<file path="src/sv/csr_pkg.sv">
`timescale 1ns / 1ps
// ----------------------------------------------------------------------------
// csr_pkg: shared types, constants and helpers of the shape rasterizer
// Canvas geometry, command codes, controller states, the control and status
// bundles between controller and datapath, and column mask helpers.
// ----------------------------------------------------------------------------
package csr_pkg;

  // Canvas geometry
  localparam int CANVAS_ROWS = 32;
  localparam int CANVAS_COLS = 64;
  localparam int ROW_W       = (CANVAS_ROWS > 1) ? $clog2(CANVAS_ROWS) : 1;

  // Fixed field widths
  localparam int PIX_W      = 64;
  localparam int COL_IDX_W  = 6;
  localparam int COORD_W    = 10;
  localparam int ROOT_W     = 7;
  localparam int SQ_W       = 2 * ROOT_W;
  localparam int REM_W      = ROOT_W + 1;
  localparam int ROOT_CNT_W = $clog2(ROOT_W + 1);

  typedef logic [PIX_W-1:0]          pix_t;
  typedef logic signed [COORD_W-1:0] coord_t;

  typedef enum logic [2:0] {
    MODE_RECT   = 3'd0,
    MODE_LINE   = 3'd1,
    MODE_TRI    = 3'd2,
    MODE_CIRCLE = 3'd3,
    MODE_ERASE  = 3'd4,
    MODE_MOVE   = 3'd5,
    MODE_READ   = 3'd6,
    MODE_CLEAR  = 3'd7
  } mode_e;

  typedef enum logic [2:0] {
    ST_IDLE,
    ST_DISPATCH,
    ST_SWEEP,
    ST_C_SQ,
    ST_C_START,
    ST_C_ROOT,
    ST_C_WR,
    ST_DONE
  } state_e;

  // One command request as captured
  typedef struct packed {
    mode_e      mode;
    logic [7:0] row;
    logic [7:0] col;
    logic [7:0] height;
    logic [7:0] width;
    logic [7:0] end_col;
    logic [6:0] radius;
    logic [7:0] new_row;
    logic [7:0] new_col;
    logic [7:0] new_height;
    logic [7:0] new_width;
  } cmd_item_t;

  // Controller to datapath
  typedef struct packed {
    logic capture;
    logic row_inc;
    logic pass_set;
    logic row_wr;
    logic sq_load;
    logic root_start;
    logic load_out;
  } ctl_cmd_t;

  // Datapath to controller
  typedef struct packed {
    mode_e mode;
    logic  pass;
    logic  last_row;
    logic  circ_skip;
    logic  root_done;
  } ctl_sts_t;

  function automatic coord_t sx8(logic [7:0] v);
    return {{(COORD_W-8){v[7]}}, v};
  endfunction

  function automatic coord_t zx8(logic [7:0] v);
    return {{(COORD_W-8){1'b0}}, v};
  endfunction

  function automatic logic row_ok(coord_t r);
    return (r >= 0) && (r < coord_t'(CANVAS_ROWS));
  endfunction

  // Columns lo..hi inclusive, clipped to the canvas
  function automatic pix_t span_mask(coord_t lo, coord_t hi);
    coord_t l;
    coord_t h;
    logic [COL_IDX_W-1:0] top_gap;
    l = (lo < 0) ? '0 : lo;
    h = (hi > coord_t'(CANVAS_COLS - 1)) ? coord_t'(CANVAS_COLS - 1) : hi;
    top_gap = COL_IDX_W'(PIX_W - 1) - h[COL_IDX_W-1:0];
    if (l > h) begin
      return '0;
    end
    return ({PIX_W{1'b1}} << l[COL_IDX_W-1:0]) & ({PIX_W{1'b1}} >> top_gap);
  endfunction

endpackage

</file>
<file path="src/sv/csr_cmd_if.sv">
`timescale 1ns / 1ps
// ----------------------------------------------------------------------------
// csr_cmd_if: command channel of the shape rasterizer
// Valid/ready channel that carries one drawing command per request.
// ----------------------------------------------------------------------------
interface csr_cmd_if;
  logic              valid;
  logic              ready;
  logic [2:0]        mode;
  logic signed [7:0] row;
  logic signed [7:0] col;
  logic [7:0]        height;
  logic [7:0]        width;
  logic signed [7:0] end_col;
  logic [6:0]        radius;
  logic signed [7:0] new_row;
  logic signed [7:0] new_col;
  logic [7:0]        new_height;
  logic [7:0]        new_width;

  modport source (
    output valid, mode, row, col, height, width, end_col, radius,
           new_row, new_col, new_height, new_width,
    input  ready
  );

  modport sink (
    input  valid, mode, row, col, height, width, end_col, radius,
           new_row, new_col, new_height, new_width,
    output ready
  );
endinterface

</file>
<file path="src/sv/csr_res_if.sv">
`timescale 1ns / 1ps
// ----------------------------------------------------------------------------
// csr_res_if: result channel of the shape rasterizer
// Valid/ready channel that carries one row read result per request.
// ----------------------------------------------------------------------------
interface csr_res_if;
  logic        valid;
  logic        ready;
  logic [63:0] row_pixels;
  logic        row_valid;

  modport source (
    output valid, row_pixels, row_valid,
    input  ready
  );

  modport sink (
    input  valid, row_pixels, row_valid,
    output ready
  );
endinterface

</file>
<file path="src/sv/csr_isqrt.sv">
`timescale 1ns / 1ps
// ----------------------------------------------------------------------------
// csr_isqrt: iterative integer square root
// Digit-by-digit root of a SQ_W-bit value, one result bit per cycle.
// done_o pulses for one cycle once root_o holds the final root.
// ----------------------------------------------------------------------------
module csr_isqrt (
  input  logic                     clk_i,
  input  logic                     rst_ni,
  input  logic                     start_i,
  input  logic [csr_pkg::SQ_W-1:0] value_i,
  output logic                     done_o,
  output logic [csr_pkg::ROOT_W-1:0] root_o
);
  import csr_pkg::*;

  logic [SQ_W-1:0]       val_q, val_d;
  logic [REM_W-1:0]      rem_q, rem_d;
  logic [ROOT_W-1:0]     root_q, root_d;
  logic [ROOT_CNT_W-1:0] cnt_q, cnt_d;
  logic                  busy_q, busy_d;
  logic                  done_q, done_d;
  logic [REM_W+1:0]      cur;
  logic [REM_W+1:0]      trial;

  // Bring down the next two bits and try the next root bit
  assign cur   = {rem_q, val_q[SQ_W-1 -: 2]};
  assign trial = (REM_W+2)'({root_q, 2'b01});

  always_comb begin
    val_d  = val_q;
    rem_d  = rem_q;
    root_d = root_q;
    cnt_d  = cnt_q;
    busy_d = busy_q;
    done_d = 1'b0;
    if (start_i) begin
      val_d  = value_i;
      rem_d  = '0;
      root_d = '0;
      cnt_d  = ROOT_CNT_W'(ROOT_W);
      busy_d = 1'b1;
    end else if (busy_q) begin
      val_d = {val_q[SQ_W-3:0], 2'b00};
      if (cur >= trial) begin
        rem_d  = REM_W'(cur - trial);
        root_d = {root_q[ROOT_W-2:0], 1'b1};
      end else begin
        rem_d  = cur[REM_W-1:0];
        root_d = {root_q[ROOT_W-2:0], 1'b0};
      end
      cnt_d = cnt_q - 1'b1;
      if (cnt_q == ROOT_CNT_W'(1)) begin
        busy_d = 1'b0;
        done_d = 1'b1;
      end
    end
  end

  // Hold control state
  always_ff @(posedge clk_i or negedge rst_ni) begin
    if (!rst_ni) begin
      cnt_q  <= '0;
      busy_q <= 1'b0;
      done_q <= 1'b0;
    end else begin
      cnt_q  <= cnt_d;
      busy_q <= busy_d;
      done_q <= done_d;
    end
  end

  // Hold working values
  always_ff @(posedge clk_i) begin
    val_q  <= val_d;
    rem_q  <= rem_d;
    root_q <= root_d;
  end

  assign done_o = done_q;
  assign root_o = root_q;

endmodule

</file>
<file path="src/sv/csr_dp.sv">
`timescale 1ns / 1ps
// ----------------------------------------------------------------------------
// csr_dp: rasterizer datapath
// Canvas rows, row sweep counter, per-row span logic, circle half-width
// root and the result register.
// ----------------------------------------------------------------------------
module csr_dp (
  input  logic                  clk_i,
  input  logic                  rst_ni,
  input  csr_pkg::cmd_item_t    item_i,
  input  csr_pkg::ctl_cmd_t     cmd_i,
  output csr_pkg::ctl_sts_t     sts_o,
  output logic [csr_pkg::PIX_W-1:0] row_pixels_o,
  output logic                  row_valid_o
);
  import csr_pkg::*;

  cmd_item_t         item_q;
  logic [ROW_W-1:0]  cnt_q, cnt_d;
  logic              pass_q, pass_d;
  logic [SQ_W-1:0]   r2_q;
  logic [SQ_W-1:0]   drsq_q;
  pix_t              pix_q;
  logic              vld_q;
  pix_t              canvas_q [CANVAS_ROWS];

  coord_t            r_c;
  coord_t            dr;
  coord_t            absdr;
  logic              skip;
  logic [SQ_W-1:0]   drsq;
  logic [ROOT_W-1:0] root;
  logic              root_done;
  logic              read_ok;
  coord_t            r0, c0, h, w;
  coord_t            tri_i;
  logic              rect_hit;
  logic              hit;
  logic              set;
  coord_t            lo, hi;
  pix_t              mask;
  pix_t              cur;
  pix_t              nxt;

  // Circle row geometry
  assign r_c   = coord_t'(cnt_q);
  assign dr    = r_c - sx8(item_q.row);
  assign absdr = (dr < 0) ? -dr : dr;
  assign skip  = absdr > coord_t'(item_q.radius);
  assign drsq  = SQ_W'(absdr[ROOT_W-1:0]) * SQ_W'(absdr[ROOT_W-1:0]);

  csr_isqrt u_isqrt (
    .clk_i   (clk_i),
    .rst_ni  (rst_ni),
    .start_i (cmd_i.root_start),
    .value_i (r2_q - drsq_q),
    .done_o  (root_done),
    .root_o  (root)
  );

  assign read_ok = row_ok(sx8(item_i.row));

  // Select the rectangle of this pass
  always_comb begin
    if (item_q.mode == MODE_MOVE && pass_q) begin
      r0 = sx8(item_q.new_row);
      c0 = sx8(item_q.new_col);
      h  = zx8(item_q.new_height);
      w  = zx8(item_q.new_width);
    end else begin
      r0 = sx8(item_q.row);
      c0 = sx8(item_q.col);
      h  = zx8(item_q.height);
      w  = zx8(item_q.width);
    end
  end

  assign rect_hit = (h != 0) && (w != 0) && (r_c >= r0) && (r_c < r0 + h);
  assign tri_i    = r_c - sx8(item_q.row);

  // Span and operation on the current row
  always_comb begin
    hit = 1'b0;
    set = 1'b1;
    lo  = c0;
    hi  = c0 + w - coord_t'(1);
    case (item_q.mode)
      MODE_RECT: begin
        hit = rect_hit;
      end
      MODE_ERASE: begin
        hit = rect_hit;
        set = 1'b0;
      end
      MODE_MOVE: begin
        hit = rect_hit;
        set = pass_q;
      end
      MODE_LINE: begin
        hit = (r_c == sx8(item_q.row)) && (sx8(item_q.end_col) >= sx8(item_q.col));
        lo  = sx8(item_q.col);
        hi  = sx8(item_q.end_col);
      end
      MODE_TRI: begin
        hit = (tri_i >= 0) && (tri_i < zx8(item_q.height));
        lo  = sx8(item_q.col);
        hi  = sx8(item_q.col) + tri_i;
      end
      MODE_CIRCLE: begin
        hit = 1'b1;
        lo  = sx8(item_q.col) - coord_t'(root);
        hi  = sx8(item_q.col) + coord_t'(root);
      end
      MODE_CLEAR: begin
        hit = 1'b1;
        set = 1'b0;
        lo  = '0;
        hi  = coord_t'(CANVAS_COLS - 1);
      end
      default: begin
        hit = 1'b0;
      end
    endcase
  end

  assign mask = span_mask(lo, hi);
  assign cur  = canvas_q[cnt_q];
  assign nxt  = set ? (cur | mask) : (cur & ~mask);

  // Advance the row counter and move pass
  always_comb begin
    cnt_d  = cnt_q;
    pass_d = pass_q;
    if (cmd_i.capture) begin
      cnt_d  = (item_i.mode == MODE_READ && read_ok) ? item_i.row[ROW_W-1:0] : '0;
      pass_d = 1'b0;
    end else if (cmd_i.pass_set) begin
      cnt_d  = '0;
      pass_d = 1'b1;
    end else if (cmd_i.row_inc) begin
      cnt_d = cnt_q + 1'b1;
    end
  end

  always_ff @(posedge clk_i or negedge rst_ni) begin
    if (!rst_ni) begin
      cnt_q  <= '0;
      pass_q <= 1'b0;
    end else begin
      cnt_q  <= cnt_d;
      pass_q <= pass_d;
    end
  end

  // Update the canvas one row at a time
  always_ff @(posedge clk_i or negedge rst_ni) begin
    if (!rst_ni) begin
      for (int i = 0; i < CANVAS_ROWS; i++) begin
        canvas_q[i] <= '0;
      end
    end else if (cmd_i.row_wr && hit) begin
      canvas_q[cnt_q] <= nxt;
    end
  end

  // Latch the request, radius squared, row distance squared and result
  always_ff @(posedge clk_i) begin
    if (cmd_i.capture) begin
      item_q <= item_i;
      r2_q   <= SQ_W'(item_i.radius) * SQ_W'(item_i.radius);
    end
    if (cmd_i.sq_load) begin
      drsq_q <= drsq;
    end
    if (cmd_i.load_out) begin
      vld_q <= (item_q.mode == MODE_READ) && row_ok(sx8(item_q.row));
      pix_q <= ((item_q.mode == MODE_READ) && row_ok(sx8(item_q.row))) ? cur : '0;
    end
  end

  assign sts_o.mode      = item_q.mode;
  assign sts_o.pass      = pass_q;
  assign sts_o.last_row  = (cnt_q == ROW_W'(CANVAS_ROWS - 1));
  assign sts_o.circ_skip = skip;
  assign sts_o.root_done = root_done;

  assign row_pixels_o = pix_q;
  assign row_valid_o  = vld_q;

endmodule

</file>
<file path="src/sv/csr_ctrl.sv">
`timescale 1ns / 1ps
// ----------------------------------------------------------------------------
// csr_ctrl: rasterizer controller
// Sequences the row sweeps of each command, the per-row circle steps and
// the hand-off of the result into the output register.
// ----------------------------------------------------------------------------
module csr_ctrl (
  input  logic              clk_i,
  input  logic              rst_ni,
  input  logic              cmd_valid_i,
  output logic              cmd_ready_o,
  input  logic              res_ready_i,
  output logic              res_valid_o,
  input  csr_pkg::ctl_sts_t sts_i,
  output csr_pkg::ctl_cmd_t cmd_o
);
  import csr_pkg::*;

  state_e state_q, state_d;
  logic   out_valid_q, out_valid_d;

  always_ff @(posedge clk_i or negedge rst_ni) begin
    if (!rst_ni) begin
      state_q     <= ST_IDLE;
      out_valid_q <= 1'b0;
    end else begin
      state_q     <= state_d;
      out_valid_q <= out_valid_d;
    end
  end

  // Next state and commands
  always_comb begin
    state_d     = state_q;
    cmd_o       = '0;
    cmd_ready_o = 1'b0;
    case (state_q)
      ST_IDLE: begin
        cmd_ready_o = 1'b1;
        if (cmd_valid_i) begin
          cmd_o.capture = 1'b1;
          state_d       = ST_DISPATCH;
        end
      end
      ST_DISPATCH: begin
        case (sts_i.mode)
          MODE_READ:   state_d = ST_DONE;
          MODE_CIRCLE: state_d = ST_C_SQ;
          default:     state_d = ST_SWEEP;
        endcase
      end
      ST_SWEEP: begin
        cmd_o.row_wr = 1'b1;
        if (sts_i.last_row) begin
          if (sts_i.mode == MODE_MOVE && !sts_i.pass) begin
            cmd_o.pass_set = 1'b1;
          end else begin
            state_d = ST_DONE;
          end
        end else begin
          cmd_o.row_inc = 1'b1;
        end
      end
      ST_C_SQ: begin
        if (sts_i.circ_skip) begin
          if (sts_i.last_row) begin
            state_d = ST_DONE;
          end else begin
            cmd_o.row_inc = 1'b1;
          end
        end else begin
          cmd_o.sq_load = 1'b1;
          state_d       = ST_C_START;
        end
      end
      ST_C_START: begin
        cmd_o.root_start = 1'b1;
        state_d          = ST_C_ROOT;
      end
      ST_C_ROOT: begin
        if (sts_i.root_done) begin
          state_d = ST_C_WR;
        end
      end
      ST_C_WR: begin
        cmd_o.row_wr = 1'b1;
        if (sts_i.last_row) begin
          state_d = ST_DONE;
        end else begin
          cmd_o.row_inc = 1'b1;
          state_d       = ST_C_SQ;
        end
      end
      ST_DONE: begin
        if (!out_valid_q || res_ready_i) begin
          cmd_o.load_out = 1'b1;
          state_d        = ST_IDLE;
        end
      end
      default: begin
        state_d = ST_IDLE;
      end
    endcase
  end

  // Hold the result until it is taken
  always_comb begin
    out_valid_d = out_valid_q;
    if (cmd_o.load_out) begin
      out_valid_d = 1'b1;
    end else if (res_ready_i) begin
      out_valid_d = 1'b0;
    end
  end

  assign res_valid_o = out_valid_q;

endmodule

</file>
<file path="src/sv/canvas_shape_rasterizer.sv">
`timescale 1ns / 1ps
// ----------------------------------------------------------------------------
// canvas_shape_rasterizer: one-bit-per-pixel canvas with shape commands
// Draws rectangles, lines, triangles and filled circles, erases and moves
// rectangles, clears the canvas and reads back single rows.
// ----------------------------------------------------------------------------
//  channel  dir  modport  payload
//  cmd_i    in   sink     mode, row, col, height, width, end_col, radius,
//                         new_row, new_col, new_height, new_width
//  res_o    out  source   row_pixels, row_valid (one result per request)
//
// One request at a time; the canvas is swept one row per cycle, but a circle
// row inside the radius passes the square, root start, square root and write
// states. Rect, line, triangle, erase and clear sweep once, move sweeps twice
// (erase pass, then draw pass), and a read sweeps no rows.
// Reset clears the canvas at once; the next request is taken while an
// earlier result still waits in the output register.
// ----------------------------------------------------------------------------
module canvas_shape_rasterizer (
  input  logic clk_i,
  input  logic rst_ni,
  csr_cmd_if.sink   cmd_i,
  csr_res_if.source res_o
);
  import csr_pkg::*;

  cmd_item_t item;
  ctl_cmd_t  ctl_cmd;
  ctl_sts_t  ctl_sts;

  // Pack the request
  assign item.mode       = mode_e'(cmd_i.mode);
  assign item.row        = cmd_i.row;
  assign item.col        = cmd_i.col;
  assign item.height     = cmd_i.height;
  assign item.width      = cmd_i.width;
  assign item.end_col    = cmd_i.end_col;
  assign item.radius     = cmd_i.radius;
  assign item.new_row    = cmd_i.new_row;
  assign item.new_col    = cmd_i.new_col;
  assign item.new_height = cmd_i.new_height;
  assign item.new_width  = cmd_i.new_width;

  csr_ctrl u_ctrl (
    .clk_i       (clk_i),
    .rst_ni      (rst_ni),
    .cmd_valid_i (cmd_i.valid),
    .cmd_ready_o (cmd_i.ready),
    .res_ready_i (res_o.ready),
    .res_valid_o (res_o.valid),
    .sts_i       (ctl_sts),
    .cmd_o       (ctl_cmd)
  );

  csr_dp u_dp (
    .clk_i        (clk_i),
    .rst_ni       (rst_ni),
    .item_i       (item),
    .cmd_i        (ctl_cmd),
    .sts_o        (ctl_sts),
    .row_pixels_o (res_o.row_pixels),
    .row_valid_o  (res_o.row_valid)
  );

endmodule

</file>
<file path="src/flat_wrapper.sv">
// flat-port wrapper written by rule: the top's interface ports become plain ports
module canvas_shape_rasterizer_flat import csr_pkg::*;
  (clk_i, rst_ni, cmd_i_valid, cmd_i_mode, cmd_i_row, cmd_i_col, cmd_i_height, cmd_i_width, cmd_i_end_col, cmd_i_radius, cmd_i_new_row, cmd_i_new_col, cmd_i_new_height, cmd_i_new_width, cmd_i_ready, res_o_valid, res_o_row_pixels, res_o_row_valid, res_o_ready);
  csr_cmd_if cmd_i_i ();
  csr_res_if res_o_i ();
  input  logic clk_i;
  input  logic rst_ni;
  input wire logic [$bits(cmd_i_i.valid)-1:0] cmd_i_valid;
  input wire logic [$bits(cmd_i_i.mode)-1:0] cmd_i_mode;
  input wire logic [$bits(cmd_i_i.row)-1:0] cmd_i_row;
  input wire logic [$bits(cmd_i_i.col)-1:0] cmd_i_col;
  input wire logic [$bits(cmd_i_i.height)-1:0] cmd_i_height;
  input wire logic [$bits(cmd_i_i.width)-1:0] cmd_i_width;
  input wire logic [$bits(cmd_i_i.end_col)-1:0] cmd_i_end_col;
  input wire logic [$bits(cmd_i_i.radius)-1:0] cmd_i_radius;
  input wire logic [$bits(cmd_i_i.new_row)-1:0] cmd_i_new_row;
  input wire logic [$bits(cmd_i_i.new_col)-1:0] cmd_i_new_col;
  input wire logic [$bits(cmd_i_i.new_height)-1:0] cmd_i_new_height;
  input wire logic [$bits(cmd_i_i.new_width)-1:0] cmd_i_new_width;
  output wire logic [$bits(cmd_i_i.ready)-1:0] cmd_i_ready;
  output wire logic [$bits(res_o_i.valid)-1:0] res_o_valid;
  output wire logic [$bits(res_o_i.row_pixels)-1:0] res_o_row_pixels;
  output wire logic [$bits(res_o_i.row_valid)-1:0] res_o_row_valid;
  input wire logic [$bits(res_o_i.ready)-1:0] res_o_ready;
  assign cmd_i_i.valid = cmd_i_valid;
  assign cmd_i_i.mode = cmd_i_mode;
  assign cmd_i_i.row = cmd_i_row;
  assign cmd_i_i.col = cmd_i_col;
  assign cmd_i_i.height = cmd_i_height;
  assign cmd_i_i.width = cmd_i_width;
  assign cmd_i_i.end_col = cmd_i_end_col;
  assign cmd_i_i.radius = cmd_i_radius;
  assign cmd_i_i.new_row = cmd_i_new_row;
  assign cmd_i_i.new_col = cmd_i_new_col;
  assign cmd_i_i.new_height = cmd_i_new_height;
  assign cmd_i_i.new_width = cmd_i_new_width;
  assign cmd_i_ready = cmd_i_i.ready;
  assign res_o_valid = res_o_i.valid;
  assign res_o_row_pixels = res_o_i.row_pixels;
  assign res_o_row_valid = res_o_i.row_valid;
  assign res_o_i.ready = res_o_ready;
  canvas_shape_rasterizer u_core (.clk_i(clk_i), .rst_ni(rst_ni), .cmd_i(cmd_i_i), .res_o(res_o_i));
endmodule
</file>
<file path="config.mk">
export PLATFORM = sky130hd
export DESIGN_NAME = canvas_shape_rasterizer_flat
export DESIGN_NICKNAME = d
export VERILOG_FILES = /design/src/sv/csr_pkg.sv /design/src/sv/csr_cmd_if.sv /design/src/sv/csr_res_if.sv /design/src/sv/csr_isqrt.sv /design/src/sv/csr_dp.sv /design/src/sv/csr_ctrl.sv /design/src/sv/canvas_shape_rasterizer.sv /design/src/flat_wrapper.sv
export SDC_FILE = /design/constraint.sdc
export NUM_CORES = 2
export LEC_CHECK = 0
export ABC_AREA = 1
export BUFFER_PORTS_ARGS = -buffer_cell sky130_fd_sc_hd__buf_2
export CAP_MARGIN = 0
export CORE_UTILIZATION = 47
export DETAILED_ROUTE_END_ITERATION = 8
export SYNTH_ARGS = -nofsm -noshare
export SYNTH_HDL_FRONTEND = slang
export SYNTH_HIERARCHICAL = 1
export SYNTH_SLANG_ARGS = --single-unit
</file>
<file path="constraint.sdc">
create_clock -name clk_i -period 8.5 [get_ports clk_i]
set_input_delay 1.275 -clock clk_i [delete_from_list [all_inputs] [get_ports clk_i]]
set_output_delay 1.275 -clock clk_i [all_outputs]
set_load 0.005 [all_outputs]
</file>
* Yosys cells after proc, flatten, opt, wreduce, memory -nomap -nowiden
Cells that the tools add are included.
** Operators by class
- Add/subtract/negate cells :: 13
- $mul :: 2
- Div/mod/pow operators :: 0
- Order comparisons :: 17
- Eq/ne operators :: 24
- Shift operators :: 2
- Mux-type cells :: 66
- Bitwise operators :: 5
- Reductions and logical operators :: 30
** Operators by type and width (number)
- 2048-bit bitwise mux :: 1
- 64-bit 2-to-1 mux :: 6
- 64-bit binary-select mux with 5-bit select :: 1
- 64-bit demux with 5-bit select :: 1
- 64-bit AND :: 2
- 64-bit inverter :: 1
- 64-bit bitwise OR :: 1
- 32-bit nonzero test :: 2
- 64-bit by 6-bit << shifter with 64-bit output, first input constant :: 1
- 64-bit by 6-bit >> shifter with 64-bit output, first input constant :: 1
- 10-bit 2-to-1 mux :: 5
- 10-bit one-hot mux with 4 select lines :: 1
- 3-bit 2-to-1 mux :: 10
- 10-bit one-hot mux with 3 select lines :: 1
- 7-bit by 7-bit multiplier with 14-bit output :: 2
- 14-bit 2-to-1 mux :: 2
- 3-bit equality test, second input constant :: 9
- 1-bit 2-to-1 mux :: 26
- 8-bit 2-to-1 mux :: 3
- 3-bit one-hot mux with 8 select lines :: 1
- 10-bit adder :: 2
- 5-bit 2-to-1 mux :: 4
- 8-bit by 1-bit >= comparator with 1-bit output, second input constant :: 2
- 8-bit by 7-bit less-than comparator with 1-bit output, second input constant :: 2
- other kinds (44) :: 72
** Word-level totals
- Bits in registers :: 2267
- Latch bits :: 0
- RAM bits :: 0
- Bits in read-only memories :: 0
- Input bits :: 86
- Output and inout bits :: 67
- Logic and storage cells :: 216
- Memories kept :: 0

* Logic depth before layout (Yosys ltp)
- Depth after elaboration :: 16
- Mapped depth :: 49
- Mapped depth without buffers :: 42

* Cells and area by module
The synthesis kept the hierarchy.
** By module, submodules not included
- csr_dp :: times used 1, cells each 13600, area an instance 109655.2 µm², sequential area each 56564.2 µm²
- csr_isqrt :: times used 1, cells each 232, area an instance 1855.5 µm², sequential area each 845.8 µm²
- csr_ctrl :: times used 1, cells each 79, area an instance 486.7 µm², sequential area each 100.1 µm²

* Worst setup path after synthesis
Ideal clock, no wire load.
- Path type :: input to register
- Start :: in cmd_i_valid
- End :: reg u_core.u_dp.cnt_q[0]
- Setup time :: 113 ps
- Data arrival time :: 9516 ps
- Setup slack :: -1130 ps
- Stages :: 6
- Path buffers :: 0
- Path through :: inv_1 > nor3_1 > nor2_1 > nand2_1 > inv_1 > a22oi_1
** RTL lines
- start: declaration :: RTL line flat_wrapper.sv:8 : input wire logic [$bits(cmd_i_i.valid)-1:0] cmd_i_valid;
- end signal: assignment :: RTL line csr_dp.sv:150 : cnt_q <= cnt_d;
- end: declaration :: RTL line csr_dp.sv:19 : logic [ROW_W-1:0] cnt_q, cnt_d;

* Final worst setup path
- Start :: reg u_core.u_dp.cnt_q[0]
- End :: reg u_core/u_dp/canvas_q[1419] (netlist bit)
** On the way
- Longest elaborated chain between the ends :: 13
- Elaborated cells between the ends (all ways) :: 36
** Ends and longest elaborated chain
- 6-bit by 8-bit subtractor with 9-bit output :: RTL line csr_dp.sv:79 : assign tri_i = r_c - sx8(item_q.row);
- 8-bit by 9-bit adder with 10-bit output :: RTL line csr_dp.sv:107 : hi = sx8(item_q.col) + tri_i;
- 10-bit one-hot mux with 4 select lines :: RTL line csr_dp.sv:87 : case (item_q.mode)
- 10-bit by 7-bit greater-than comparator with 1-bit output :: RTL line csr_pkg.sv:101 : h = (hi > coord_t'(CANVAS_COLS - 1)) ? coord_t'(CANVAS_COLS - 1) : hi;
- 10-bit 2-to-1 mux :: RTL line csr_pkg.sv:101
- 1-bit by 6-bit subtractor with 6-bit output :: RTL line csr_pkg.sv:102 : top_gap = COL_IDX_W'(PIX_W - 1) - h[COL_IDX_W-1:0];
- 64-bit by 6-bit >> shifter with 64-bit output :: RTL line csr_pkg.sv:106 : return ({PIX_W{1'b1}} << l[COL_IDX_W-1:0]) & ({PIX_W{1'b1}} >> top_gap);
- 64-bit AND :: RTL line csr_pkg.sv:106
- 64-bit 2-to-1 mux :: RTL line csr_pkg.sv:106
- 64-bit inverter :: RTL line csr_dp.sv:128 : assign nxt = set ? (cur | mask) : (cur & ~mask);
- 64-bit AND :: RTL line csr_dp.sv:128
- 64-bit 2-to-1 mux :: RTL line csr_dp.sv:128
- 2048-bit bitwise mux :: RTL line csr_dp.sv:162 : canvas_q[cnt_q] <= nxt;
- end signal: indexed assignment :: RTL line csr_dp.sv:162
- end: declaration :: RTL line csr_dp.sv:25 : pix_t canvas_q [CANVAS_ROWS];
Parallel ways exist; a longest one is shown, timed or not. The select of a mux whose other input is x is not followed.
A chain may end at the register's enable or synchronous reset.

==> results.py <==
metrics = {
    "grt": {
        "grt_pass1_vias": 96700,
        "grt_usage_pct": 35.8,
        "grt_overflow_total": 0,
        "grt_pass1_wl_um": 646000,
        "antenna_found_initial": 14,
        "pin_count_of_the_biggest_net_entering_global_routing": 192,
    },
    "route": {
        "routed_via_density": 6.12,
        "first_pass_iters": 9,
        "routed_wire_length_per_instance_um": 26.1,
        "post-route-drc-count": 0,
        "postRouteWirelength_um": 438000,
        "dr.first_iter.drc_count": 14800,
        "routed-via-count": 103000,
        "antenna_violating_nets_left": 0,
    },
    "status": {
        "status": "finished, final reports clean",
    },
    "critical_path": {
        "path_class": "reg2reg",
        "worst_ep_required_time_ns": 9.34,
        "startpoint_type": "register",
        "timing.critical_path.arrival_ns": 8.79,
        "critical_path_buf_inv_count": 5,
        "critical_path.max_fanout": 41,
        "worstReg2RegStart": "u_core/u_dp/cnt_q[0]",
        "timing.critical_path.max_delay_family": "simple AND/OR/NAND/NOR gates",
        "path_common_cell": "sky130_fd_sc_hd__nand2_1",
        "max_stage_delay_cell_worst_path": "sky130_fd_sc_hd__nand2_1",
        "largest_stage_delay_on_the_critical_path_ns": 0.88,
        "end_kind": "register",
        "critical_path.startpoint": "u_core/u_dp/cnt_q[0]",
    },
    "flow_run": {
        "cap_violations": 0,
    },
    "timing": {
        "tightestPinTransition_ns": 1.35,
        "post_route_fraction_of_the_period_consumed_by_the_critical_path_pct": 93.4,
        "timing.final.ws_setup_ns": 0.558,
        "setup_violation_total_in_the_final_timing_report": 0,
        "worst_slew_margin_rel_pct": 9.71,
        "hold_violations": 0,
        "final-max-slew-violation-count": 0,
        "skew_ns": 0.0403,
        "post_layout_minimum_cycle_time_ns": 7.94,
        "tns_setup_ns": 0,
        "rsz0062_at_grt": "false",
        "achievable-frequency_ghz": 0.126,
    },
    "synthesis": {
        "synth_simple_gate_area_share_pct": 25.8,
        "synth-adder-area-share_pct": 2.88,
        "synthesis.instances": 13900,
        "avgSynthCellArea_sq_um": 8.05,
        "synth.area.mux_share_pct": 0.0357,
        "part_of_the_yosys_area_used_for_sequential_elements_pct": 51.3,
        "synth-warning-count": 6,
        "synth.distinct_cells": 60,
        "synth_enable_flop_cells": 186,
        "synth-xor-area-share_pct": 0.461,
        "synth_nets": 14200,
        "synth-compound-area-share_pct": 13.3,
        "synth-seq-cells": 2264,
        "combinational_family_with_the_most_area_after_synthesis": "simple AND/OR/NAND/NOR gates",
        "mappedNetlistArea_sq_um": 112000,
        "synthFlopType": "sky130_fd_sc_hd__dfrtp_1",
        "asyncSetResetFlopFracSynth_pct": 91.1,
    },
    "clock_network": {
        "tritoncts_clock_tree": "done",
        "clock-root-buffer": "sky130_fd_sc_hd__clkbuf_16",
        "number_of_buffers_created_by_cts": 238,
        "clkSlewWorstSetupHoldPaths_ns": 0.06,
        "cts.htree.levels": 4,
        "cts-hold-fix-buffers": 0,
        "clock-sinks": 2264,
        "cts-root-to-sink-buffers": 3,
        "cts.repair_timing.setup_buffer_count": 0,
        "ctsResizeCount": 0,
        "clk_latency_ns": 0.92,
    },
    "die": {
        "rows": 178,
        "io_pins": 153,
        "y_dimension_of_the_die_um": 490,
        "start_util_pct": 47.4,
        "fp.dieW_um": 490,
        "coreArea_sq_um": 236000,
        "fp.dieArea_sq_um": 240000,
    },
    "pwr": {
        "cellLeakagePower_nw": 59.9,
        "power_density_nw_per_um2": 458,
        "peakVddDrop_mv": 1.83,
    },
    "cells_and_area": {
        "fin_cells": 16800,
        "layout.cells.most_common_list": "4205 x sky130_fd_sc_hd__nand2_1, 2061 x sky130_fd_sc_hd__dfrtp_1, 1823 x sky130_fd_sc_hd__o21ai_0",
        "layout.cells.most_common": "sky130_fd_sc_hd__nand2_1",
        "layout_cell_share_with_drive_strength_beyond_1_pct": 7.28,
        "nets": 13700,
        "area_growth_syn_to_layout_pct": 9.14,
        "final_core_utilization_pct": 51.8,
    },
    "placement": {
        "dp.cells": 16300,
        "gp_congestion": 0.960,
        "detailed_place_hpwl_um": 241000,
        "buffer_ports.inserted": 152,
        "place_worst_setup_slack_ns": 0.911,
    },
    "worst_hold_path": {
        "hold_class": "in2async",
    },
}
[synth_stat cells, types with 9 or more instances]
cell type / count / area [sq um]
sky130_fd_sc_hd__o22ai_1: 512 / 3200
sky130_fd_sc_hd__a21oi_1: 128 / 641
sky130_fd_sc_hd__buf_1: 28 / 105
sky130_fd_sc_hd__buf_4: 87 / 653
sky130_fd_sc_hd__a31oi_1: 9 / 56.3
sky130_fd_sc_hd__xnor2_1: 14 / 123
sky130_fd_sc_hd__nand2_2: 16 / 100
sky130_fd_sc_hd__nand3_1: 1214 / 6080
sky130_fd_sc_hd__nor3_1: 20 / 100
sky130_fd_sc_hd__nor3_4: 30 / 488
sky130_fd_sc_hd__nor2_1: 1268 / 4760
sky130_fd_sc_hd__o21ai_0: 1823 / 9120
sky130_fd_sc_hd__inv_1: 361 / 1360
sky130_fd_sc_hd__nor2_2: 9 / 56.3
sky130_fd_sc_hd__edfxtp_1: 186 / 5590
sky130_fd_sc_hd__buf_2: 542 / 2710
sky130_fd_sc_hd__dfrtp_1: 2063 / 51600
sky130_fd_sc_hd__inv_2: 29 / 109
sky130_fd_sc_hd__xor2_1: 45 / 394
sky130_fd_sc_hd__ha_1: 170 / 2130
sky130_fd_sc_hd__nor2_4: 12 / 135
sky130_fd_sc_hd__nand2_1: 4238 / 15900
sky130_fd_sc_hd__fa_1: 55 / 1100
sky130_fd_sc_hd__nand4_1: 155 / 970
sky130_fd_sc_hd__clkbuf_1: 500 / 1880
sky130_fd_sc_hd__dfxtp_1: 15 / 300
sky130_fd_sc_hd__o21bai_1: 11 / 82.6
sky130_fd_sc_hd__or2_2: 10 / 62.6
sky130_fd_sc_hd__o21ai_1: 261 / 1310
[final cells by class]
type                       instances  area (sq um)
inverter                         397          1520
clock buffer                     353          7120
multi-input combinational      10100         47900
timing repair buffer             420          3300
clock inverter                    92           928
antenna                            4          10.0
sequential                      2264         57500
fill                           22300        114000
tap                             3150          3940
[path summary, 6_finish.rpt]
check	depth (start not counted)	slack [ns]	end
max	34	0.56	u_core/u_dp/canvas_q[1419]
min	1	0.39	u_core/u_dp/canvas_q[1582]
max reg2reg	34	0.56	u_core/u_dp/canvas_q[1419]
min reg2reg	2	0.47	u_core/u_dp/canvas_q[839]
max in group asynchronous	3	5.89	u_core/u_dp/canvas_q[1105]
min in group clk_i	2	0.47	u_core/u_dp/canvas_q[839]
[per-layer routing]
metal | vias to the layer above | GRT usage [%] | wire length [um]
li1 | 45000 | - | -
met1 | 50100 | 49.1 | 175000
met2 | 6342 | 53.0 | 187000
met3 | 1198 | 8.43 | 51700
met4 | 10 | 17.5 | 23900
met5 | - | 0 | 65
[flip-flops by register name, summed over array words and instances (netlist names)]
name	flops
u_core/u_ctrl/res_valid_o	1
u_core/u_ctrl/state_q	3
u_core/u_dp/canvas_q	2048
u_core/u_dp/cnt_q	5
u_core/u_dp/drsq_q	13
u_core/u_dp/item_q	79
u_core/u_dp/pass_q	1
u_core/u_dp/r2_q	12
u_core/u_dp/row_pixels_o	64
u_core/u_dp/row_valid_o	1
u_core/u_dp/sts_o	3
u_core/u_dp/u_isqrt/busy_q	1
u_core/u_dp/u_isqrt/cnt_q	3
u_core/u_dp/u_isqrt/done_o	1
u_core/u_dp/u_isqrt/rem_q	8
u_core/u_dp/u_isqrt/root_o	7
u_core/u_dp/u_isqrt/val_q	14
[metrics by stage]
stage          total power [mW]  area [sq um]  hold WS [ns]
2_1_floorplan              36.0        112000         0.440
3_3_place_gp               44.1        114000         0.457
3_5_place_dp               44.5        114000         0.461
4_1_cts                    55.4        122000         0.391
5_1_grt                    59.5        122000         0.420
6_report                   56.0        122000         0.395
[kinds of logic after synthesis]
| kind of cell | count (synthesis) |
|---|---|
| compound gates | 2800 |
| xor+xnor | 59 |
| fa+ha+maj | 225 |
| buf+inv | 1561 |
| flops | 2264 |
| mux | 4 |
| simple gates | 6998 |
[report_power, final]
part	leakage (nW)	internal [mW]	total (mW)	switching [mW]
sequential	30.1	14.9	16.8	1.91
clock	3.99	6.17	10.7	4.58
combinational	25.9	8.22	28.5	20.3
Note: power is estimated with default switching activity, not from simulation.
